--- config.mk ---
export PLATFORM = sky130hd
export DESIGN_NAME = metering_frame_checksum_parser
export DESIGN_NICKNAME = d
export VERILOG_FILES = /design/src/mfcp_pkg.sv /design/src/mfcp_queue.sv /design/src/mfcp_front.sv /design/src/mfcp_back.sv /design/src/metering_frame_checksum_parser.sv
export SDC_FILE = /design/constraint.sdc
export NUM_CORES = 1
export LEC_CHECK = 0
export BUFFER_PORTS_ARGS = -buffer_cell sky130_fd_sc_hd__buf_2
export CAP_MARGIN = 20
export CORE_MARGIN = 8
export CORE_UTILIZATION = 45
export DETAILED_ROUTE_END_ITERATION = 12
export SLEW_MARGIN = 20
export SYNTH_ARGS = -nofsm -noshare
export SYNTH_HDL_FRONTEND = slang
export SYNTH_HIERARCHICAL = 1
export SYNTH_SLANG_ARGS = --single-unit
export TNS_END_PERCENT = 1
--- constraint.sdc ---
create_clock -name clk -period 16.2 [get_ports clk]
set_input_delay 4.86 -clock clk [delete_from_list [all_inputs] [get_ports clk]]
set_output_delay 4.86 -clock clk [all_outputs]
set_load 0.005 [all_outputs]
--- src/mfcp_pkg.sv ---
// metering frame checksum parser: shared types and constants
// item, command and result structs used by the front, queue and back modules
package mfcp_pkg;

  localparam int NUM_WORDS      = 6;
  localparam int WORD_W         = 24;
  localparam int BYTES_PER_WORD = 3;
  localparam int FIRST_WORD_POS = 2;
  localparam int UPDATE_POS     = 20;
  localparam int FACTOR_HI_POS  = 21;
  localparam int FACTOR_LO_POS  = 22;
  localparam int MIN_FRAME_LEN  = 24;

  typedef enum logic {
    OP_BYTE = 1'b0,
    OP_IDLE = 1'b1
  } opcode_t;

  typedef enum logic [1:0] {
    STATUS_GOOD  = 2'd0,
    STATUS_SHORT = 2'd1,
    STATUS_BAD   = 2'd2
  } status_t;

  typedef struct packed {
    opcode_t    opcode;
    logic [7:0] byte_value;
  } item_t;

  typedef struct packed {
    logic       is_idle;
    logic       is_short;
    logic [7:0] pos;
    logic [7:0] data;
  } cmd_t;

  typedef struct packed {
    status_t     status;
    logic [23:0] voltage_coef;
    logic [23:0] voltage_period;
    logic [23:0] current_coef;
    logic [23:0] current_period;
    logic [23:0] power_coef;
    logic [23:0] power_period;
    logic [7:0]  update_flags;
    logic [15:0] pulse_count;
  } result_t;

endpackage

--- src/mfcp_queue.sv ---
// two-entry queue between stages of the frame parser
// generic over the item type; depends on nothing else
module mfcp_queue #(
  parameter type item_t = logic
) (
  input  logic  clk,
  input  logic  rst,
  input  logic  push,
  input  item_t wr_data,
  output logic  full,
  input  logic  pop,
  output item_t rd_data,
  output logic  empty
);

  item_t      mem [2];
  logic       wr_ptr;
  logic       rd_ptr;
  logic [1:0] count;
  logic       do_push;
  logic       do_pop;

  assign full    = (count == 2'd2);
  assign empty   = (count == 2'd0);
  assign rd_data = mem[rd_ptr];
  assign do_push = push && !full;
  assign do_pop  = pop && !empty;

  always_ff @(posedge clk) begin
    if (do_push) begin
      mem[wr_ptr] <= wr_data;
    end
  end

  always_ff @(posedge clk) begin
    if (rst) begin
      wr_ptr <= 1'b0;
      rd_ptr <= 1'b0;
      count  <= 2'd0;
    end else begin
      if (do_push) begin
        wr_ptr <= ~wr_ptr;
      end
      if (do_pop) begin
        rd_ptr <= ~rd_ptr;
      end
      case ({do_push, do_pop})
        2'b10:   count <= count + 2'd1;
        2'b01:   count <= count - 2'd1;
        default: count <= count;
      endcase
    end
  end

endmodule

--- src/mfcp_front.sv ---
// front end of the frame parser: accepts items, tracks frame position
// classifies each item into a command for the back end; uses mfcp_pkg
module mfcp_front #(
  parameter int BUFFER_DEPTH = 256
) (
  input  logic           clk,
  input  logic           rst,
  input  logic           push,
  input  mfcp_pkg::item_t item,
  output logic           full,
  output logic           cmd_push,
  output mfcp_pkg::cmd_t cmd,
  input  logic           cmd_full
);

  import mfcp_pkg::*;

  localparam logic [7:0] LAST_POS = 8'(BUFFER_DEPTH - 1);

  logic [7:0] byte_count;
  logic [7:0] byte_count_next;

  assign full     = cmd_full;
  assign cmd_push = push && !cmd_full;

  always_comb begin
    cmd.is_idle  = (item.opcode == OP_IDLE);
    cmd.is_short = (byte_count < 8'(MIN_FRAME_LEN));
    cmd.pos      = byte_count;
    cmd.data     = item.byte_value;
  end

  always_comb begin
    byte_count_next = byte_count;
    if (cmd_push) begin
      if (item.opcode == OP_IDLE) begin
        byte_count_next = 8'd0;
      end else if (byte_count == LAST_POS) begin
        byte_count_next = 8'd0;
      end else begin
        byte_count_next = byte_count + 8'd1;
      end
    end
  end

  always_ff @(posedge clk) begin
    if (rst) begin
      byte_count <= 8'd0;
    end else begin
      byte_count <= byte_count_next;
    end
  end

endmodule

--- src/mfcp_back.sv ---
// back end of the frame parser: checksum, field capture and commit
// takes commands from the front queue, pushes results; uses mfcp_pkg
module mfcp_back (
  input  logic              clk,
  input  logic              rst,
  input  mfcp_pkg::cmd_t    cmd,
  input  logic              cmd_empty,
  output logic              cmd_pop,
  output logic              res_push,
  output mfcp_pkg::result_t res,
  input  logic              res_full
);

  import mfcp_pkg::*;

  logic [7:0]                         running_sum;
  logic [7:0]                         sum_before_last;
  logic [7:0]                         last_byte;
  logic [NUM_WORDS-1:0][WORD_W-1:0]   captured_words;
  logic [7:0]                         captured_update;
  logic [15:0]                        captured_factor;
  logic [NUM_WORDS-1:0][WORD_W-1:0]   committed_words;
  logic [7:0]                         committed_update;
  logic [15:0]                        committed_factor;

  logic                               byte_go;
  logic                               idle_go;
  logic                               commit;
  status_t                            status;
  logic [NUM_WORDS-1:0][WORD_W-1:0]   words_out;

  always_comb begin
    cmd_pop = !cmd_empty && (!cmd.is_idle || !res_full);
    byte_go = cmd_pop && !cmd.is_idle;
    idle_go = cmd_pop && cmd.is_idle;
    if (cmd.is_short) begin
      status = STATUS_SHORT;
    end else if (sum_before_last != last_byte) begin
      status = STATUS_BAD;
    end else begin
      status = STATUS_GOOD;
    end
    commit   = idle_go && (status == STATUS_GOOD);
    res_push = idle_go;
  end

  assign words_out = commit ? captured_words : committed_words;

  always_comb begin
    res.status         = status;
    res.voltage_coef   = words_out[0];
    res.voltage_period = words_out[1];
    res.current_coef   = words_out[2];
    res.current_period = words_out[3];
    res.power_coef     = words_out[4];
    res.power_period   = words_out[5];
    res.update_flags   = commit ? captured_update : committed_update;
    res.pulse_count    = commit ? captured_factor : committed_factor;
  end

  always_ff @(posedge clk) begin
    if (rst) begin
      running_sum      <= 8'd0;
      sum_before_last  <= 8'd0;
      last_byte        <= 8'd0;
      captured_words   <= '0;
      captured_update  <= 8'd0;
      captured_factor  <= 16'd0;
      committed_words  <= '0;
      committed_update <= 8'd0;
      committed_factor <= 16'd0;
    end else begin
      if (byte_go) begin
        last_byte <= cmd.data;
        if (cmd.pos < 8'(FIRST_WORD_POS)) begin
          running_sum     <= 8'd0;
          sum_before_last <= 8'd0;
        end else begin
          sum_before_last <= running_sum;
          running_sum     <= running_sum + cmd.data;
        end
        for (int w = 0; w < NUM_WORDS; w++) begin
          for (int k = 0; k < BYTES_PER_WORD; k++) begin
            if (cmd.pos == 8'(FIRST_WORD_POS + BYTES_PER_WORD * w + k)) begin
              captured_words[w][(WORD_W - 1 - 8 * k) -: 8] <= cmd.data;
            end
          end
        end
        if (cmd.pos == 8'(UPDATE_POS)) begin
          captured_update <= cmd.data;
        end
        if (cmd.pos == 8'(FACTOR_HI_POS)) begin
          captured_factor[15:8] <= cmd.data;
        end
        if (cmd.pos == 8'(FACTOR_LO_POS)) begin
          captured_factor[7:0] <= cmd.data;
        end
      end
      if (commit) begin
        committed_words  <= captured_words;
        committed_update <= captured_update;
        committed_factor <= captured_factor;
      end
    end
  end

  a_result_only_on_idle: assert property (@(posedge clk) disable iff (rst)
    res_push |-> (cmd_pop && cmd.is_idle))
    else $error("result pushed without an idle command");

  a_commit_copies_capture: assert property (@(posedge clk) disable iff (rst)
    (res_push && res.status == STATUS_GOOD) |=>
      (committed_words == $past(captured_words) &&
       committed_factor == $past(captured_factor)))
    else $error("good frame did not commit captured fields");

  a_short_from_front: assert property (@(posedge clk) disable iff (rst)
    (res_push && res.status == STATUS_SHORT) |-> cmd.is_short)
    else $error("short status without short frame");

  a_sum_cleared_at_start: assert property (@(posedge clk) disable iff (rst)
    (byte_go && cmd.pos < 8'(FIRST_WORD_POS)) |=>
      (running_sum == 8'd0 && sum_before_last == 8'd0))
    else $error("checksum not cleared at frame start");

endmodule

--- src/metering_frame_checksum_parser.sv ---
// top level of the metering frame checksum parser
// joins mfcp_front, two mfcp_queue instances and mfcp_back; uses mfcp_pkg
//
// The block takes one item per clock cycle while full is low, byte or line-idle
// event. A byte item yields no result; an idle item yields one result with the
// frame status and the committed measurement fields, visible on the result
// ports after the command queue, the back end and the result queue; the back end
// holds an idle item while the result queue is full. The front end keeps the
// frame position and feeds a two-entry command queue; the back end updates the
// checksum and captured fields per byte item and writes results into a two-entry
// result queue, so a stall on either side is absorbed until a queue fills. full
// reflects the command queue and empty the result queue.
module metering_frame_checksum_parser #(
  parameter int BUFFER_DEPTH = 256
) (
  input  logic              clk,
  input  logic              rst,
  input  logic              push,
  input  mfcp_pkg::item_t   item,
  output logic              full,
  input  logic              pop,
  output mfcp_pkg::result_t result,
  output logic              empty
);

  import mfcp_pkg::*;

  logic    cmd_push;
  logic    cmd_full;
  cmd_t    cmd_wr;
  cmd_t    cmd_rd;
  logic    cmd_empty;
  logic    cmd_pop;
  logic    res_push;
  logic    res_full;
  result_t res_wr;

  mfcp_front #(
    .BUFFER_DEPTH(BUFFER_DEPTH)
  ) u_front (
    .clk      (clk),
    .rst      (rst),
    .push     (push),
    .item     (item),
    .full     (full),
    .cmd_push (cmd_push),
    .cmd      (cmd_wr),
    .cmd_full (cmd_full)
  );

  mfcp_queue #(
    .item_t(cmd_t)
  ) u_cmd_queue (
    .clk     (clk),
    .rst     (rst),
    .push    (cmd_push),
    .wr_data (cmd_wr),
    .full    (cmd_full),
    .pop     (cmd_pop),
    .rd_data (cmd_rd),
    .empty   (cmd_empty)
  );

  mfcp_back u_back (
    .clk       (clk),
    .rst       (rst),
    .cmd       (cmd_rd),
    .cmd_empty (cmd_empty),
    .cmd_pop   (cmd_pop),
    .res_push  (res_push),
    .res       (res_wr),
    .res_full  (res_full)
  );

  mfcp_queue #(
    .item_t(result_t)
  ) u_res_queue (
    .clk     (clk),
    .rst     (rst),
    .push    (res_push),
    .wr_data (res_wr),
    .full    (res_full),
    .pop     (pop),
    .rd_data (result),
    .empty   (empty)
  );

endmodule
==> out/metrics.yaml <==
power:
  powerDensity_nw_per_um2: 157.4
  combPwrFrac: 0.195
  leakage_nw: 11.49
  p_switching_mw: 1.432
  switching_share: 0.2792
  p_int_mw: 3.697
  power.share.clock: 0.352
  seqPwrFrac: 0.453
  ir_drop_mv: 0.09916
job:
  maxCapViolations: 0
sta:
  fin_crit_sh: 0.4703
  clock_skew_ns: 0.02472
  drv_slew: 0
  relSlewSlack: 0.2947
  setup_viol: 0
  worst_slew_pin_slew_ns: 1.058
  fmax_mhz: 131.3
  finalSetupTns_ns: 0
  post-route-min-period_ns: 7.619
  hold_violations: 0
  rsz0062_at_grt: "no"
synth:
  synth_area_um2: 28470
  synth_most_common_cell: "dfxtp_1"
  synth_top_area_share: 0.3966
  synth.area.top_cells: "edfxtp_1, dfxtp_1, mux2_2, mux2_1, nor2b_1"
  ys_seq_elements: 754
  synth_edf_count: 376
  ys.flop_type: "dfxtp_1"
  yosysTopAreaCell: "edfxtp_1"
  syn_inst: 2173
  syn_area_per_cell_um2: 13.10
  yosysSeqAreaShare: 0.6624
  async_reset_ff_frac: 0
  synth-warning-count: 6
  synth_cell_type_count: 57
  syn_nets: 2197
  netlist_top_cells_count: "dfxtp_1, edfxtp_1, mux2_2"
cells_and_area:
  drive_gt1_frac: 0.2515
  diodes: 0
  fillCellCount: 5431
  utilization: 0.5185
  nets: 2339
  area_growth_pct: 14.47
drt:
  wl_met1_um: 27720
  highest_layer: "met4"
  wl_met3_um: 3076
  wire_per_inst_um: 19.20
  drt-pass1-iter-count: 5
  viasPerCell: 5.184
  drtIter0Drc: 1192
  drc: 0
  ant_nets: 0
  wl_um: 61990
  routed-wl-met2_um: 30100
  vias: 16730
grt:
  grt_pass1_wl_um: 96090
  grt_use_total: 0.1707
  grt_max_degree: 129
  grt_pass1_vias: 16750
  antenna_found_initial: 3
  grt_overflow_total: 0
critical_path:
  worst-path-buf-inv: 2
  criticalPathCategory: "reg -> out"
  cp-start-kind: "flip-flop"
  arrival_ns: 2.76
  path_cells: "buf_4 -> mux2_2 -> buf_2"
  end_kind: "output port"
  slowest_delay_ns: 0.77
  crit_fanout: 57
  cpLargestDelayFamily: "buffers and inverters"
  cp.required_ns: 11.34
  slowest_stage: "buf_4"
floorplanning:
  rows: 92
  fp.dieH_um: 267.5
  core_area_um2: 62850
  die_w_um: 267.5
  floorplan.initialDensity: 0.4529
  ios: 185
  die-area_um2: 71560
placement:
  hpwlAfterDp_um: 35830
  gp_congestion: 0.7614
  portBuffers: 184
outcome:
  status: "finished clean"
clock_network:
  tritoncts: "built"
  ctsResizeCount: 0
  clockRootBuffer: "clkbuf_16"
  cts_max_level: 3
  numCtsBuffers: 79
  clkSinkCount: 754
  path_clk_slew_ns: 0.06
  cts_hold_buf: 0
  clk_latency_ns: 0.62
  clock_path_buffers: 3
  post_cts_buffers: 0
min_path:
  hold_path_class: "reg -> reg"
-- sequential cells by signal (all words and copies together) (netlist names), 2 cells and up, named ones only --
signal	flops
u_res_queue/mem	340
u_back/captured_words	144
u_back/committed_words	144
u_cmd_queue/mem	36
u_back/captured_factor	16
u_back/committed_factor	16
u_back/captured_update	8
u_back/committed_update	8
u_back/last_byte	8
u_back/running_sum	8
u_back/sum_before_last	8
u_front/byte_count	8
u_cmd_queue/count	2
u_res_queue/count	2
-- metrics by stage --
stage          cells  setup slack (ns)  area (um^2)  hold WS, ns  power [mW]
6_report        3228             8.581        32590       0.4509       5.130
5_1_grt         3228             8.428        32590       0.4689       5.365
4_1_cts         3228             8.512        32580       0.4522       5.206
3_5_place_dp    3080             8.638        29940       0.4437       3.389
3_3_place_gp    3080             8.606        29940       0.4368       3.369
2_1_floorplan   2173             9.869        28470       0.4322       2.964
-- worst register-to-register path, stage by stage, from the launching register on --
cell     delay (ns)
dfxtp_1        0.82
mux2_2         0.34
nor3b_1        0.54
inv_1          0.11
or3_1          0.45
inv_6          0.54
buf_4          0.87
-- routing by layer --
layer  vias to the layer above  global-route usage
li1                       8037                   -
met3                        72             0.03149
met5                         -                   0
met2                       366              0.2867
met4                         0             0.05001
met1                      8259              0.2245
-- layout make-up --
cell class / count / area (um^2) / share of cell area
multi-input cells: 1255 / 8832 / 0.2710
clock inverters: 30 / 326.6 / 0.01002
clock buffers: 118 / 2310 / 0.07088
inverters: 14 / 57.56 / 0.001766
well taps: 846 / 1059 / 0.03248
repair buffers: 211 / 1141 / 0.03502
flip-flops and latches: 754 / 18860 / 0.5788
-- logic make-up after synthesis --
kind of cell             after synthesis  share of synthesized area
AND/OR/NAND/NOR                      631                     0.1121
multiplexers                         356                     0.1408
flip-flops                           754                     0.6624
AO/OA/AOI/OAI                        241                    0.04558
XOR/XNOR                              16                   0.004922
adder cells (fa/ha/maj)               11                   0.005098
buffers and inverters                164                    0.02905
-- layout by cell type (no fill, tap or decap), types with 3 or more instances in the layout --
cell type	instances
xor2_1	11
nor2b_1	169
or3_1	5
nand2_1	212
clkbuf_1	24
mux2_1	112
xnor2_1	5
a21o_1	3
nor3_1	3
nand4_1	3
a21oi_1	192
clkinv_8	3
o21ai_0	14
buf_2	183
clkbuf_16	83
ha_1	10
buf_4	25
inv_1	11
a22oi_1	13
and3_1	4
clkinv_1	6
nand3_1	171
mux2_2	244
nand2b_1	4
inv_6	3
clkbuf_8	10
clkinv_2	12
a31oi_1	3
nor3_4	6
nor2_1	32
o21a_1	3
bufinv_16	5
dfxtp_1	377
edfxtp_1	376
-- power groups by stage --
stage,Combinational (mW),Clock (mW),Sequential (mW)
after CTS,1.03,1.85,2.33
after floorplan,0.603,0,2.36
final,0.999,1.80,2.33
after global placement,1.01,0,2.36
after detailed placement,1.02,0,2.37
after global routing,1.09,1.93,2.35
-- final timing paths --
check	cells past startpoint	start	to	slack [ns]
max	3	flip-flop	result[1]	8.58
min	2	u_back/captured_words[52]$_SDFFE_PP0P_	u_back/captured_words[52]$_SDFFE_PP0P_	0.45
max reg2reg	6	flip-flop	u_res_queue/mem[0][58]$_DFFE_PP_	12.08
min reg2reg	2	u_back/captured_words[52]$_SDFFE_PP0P_	u_back/captured_words[52]$_SDFFE_PP0P_	0.45
Power figures use the tool's default switching activity.
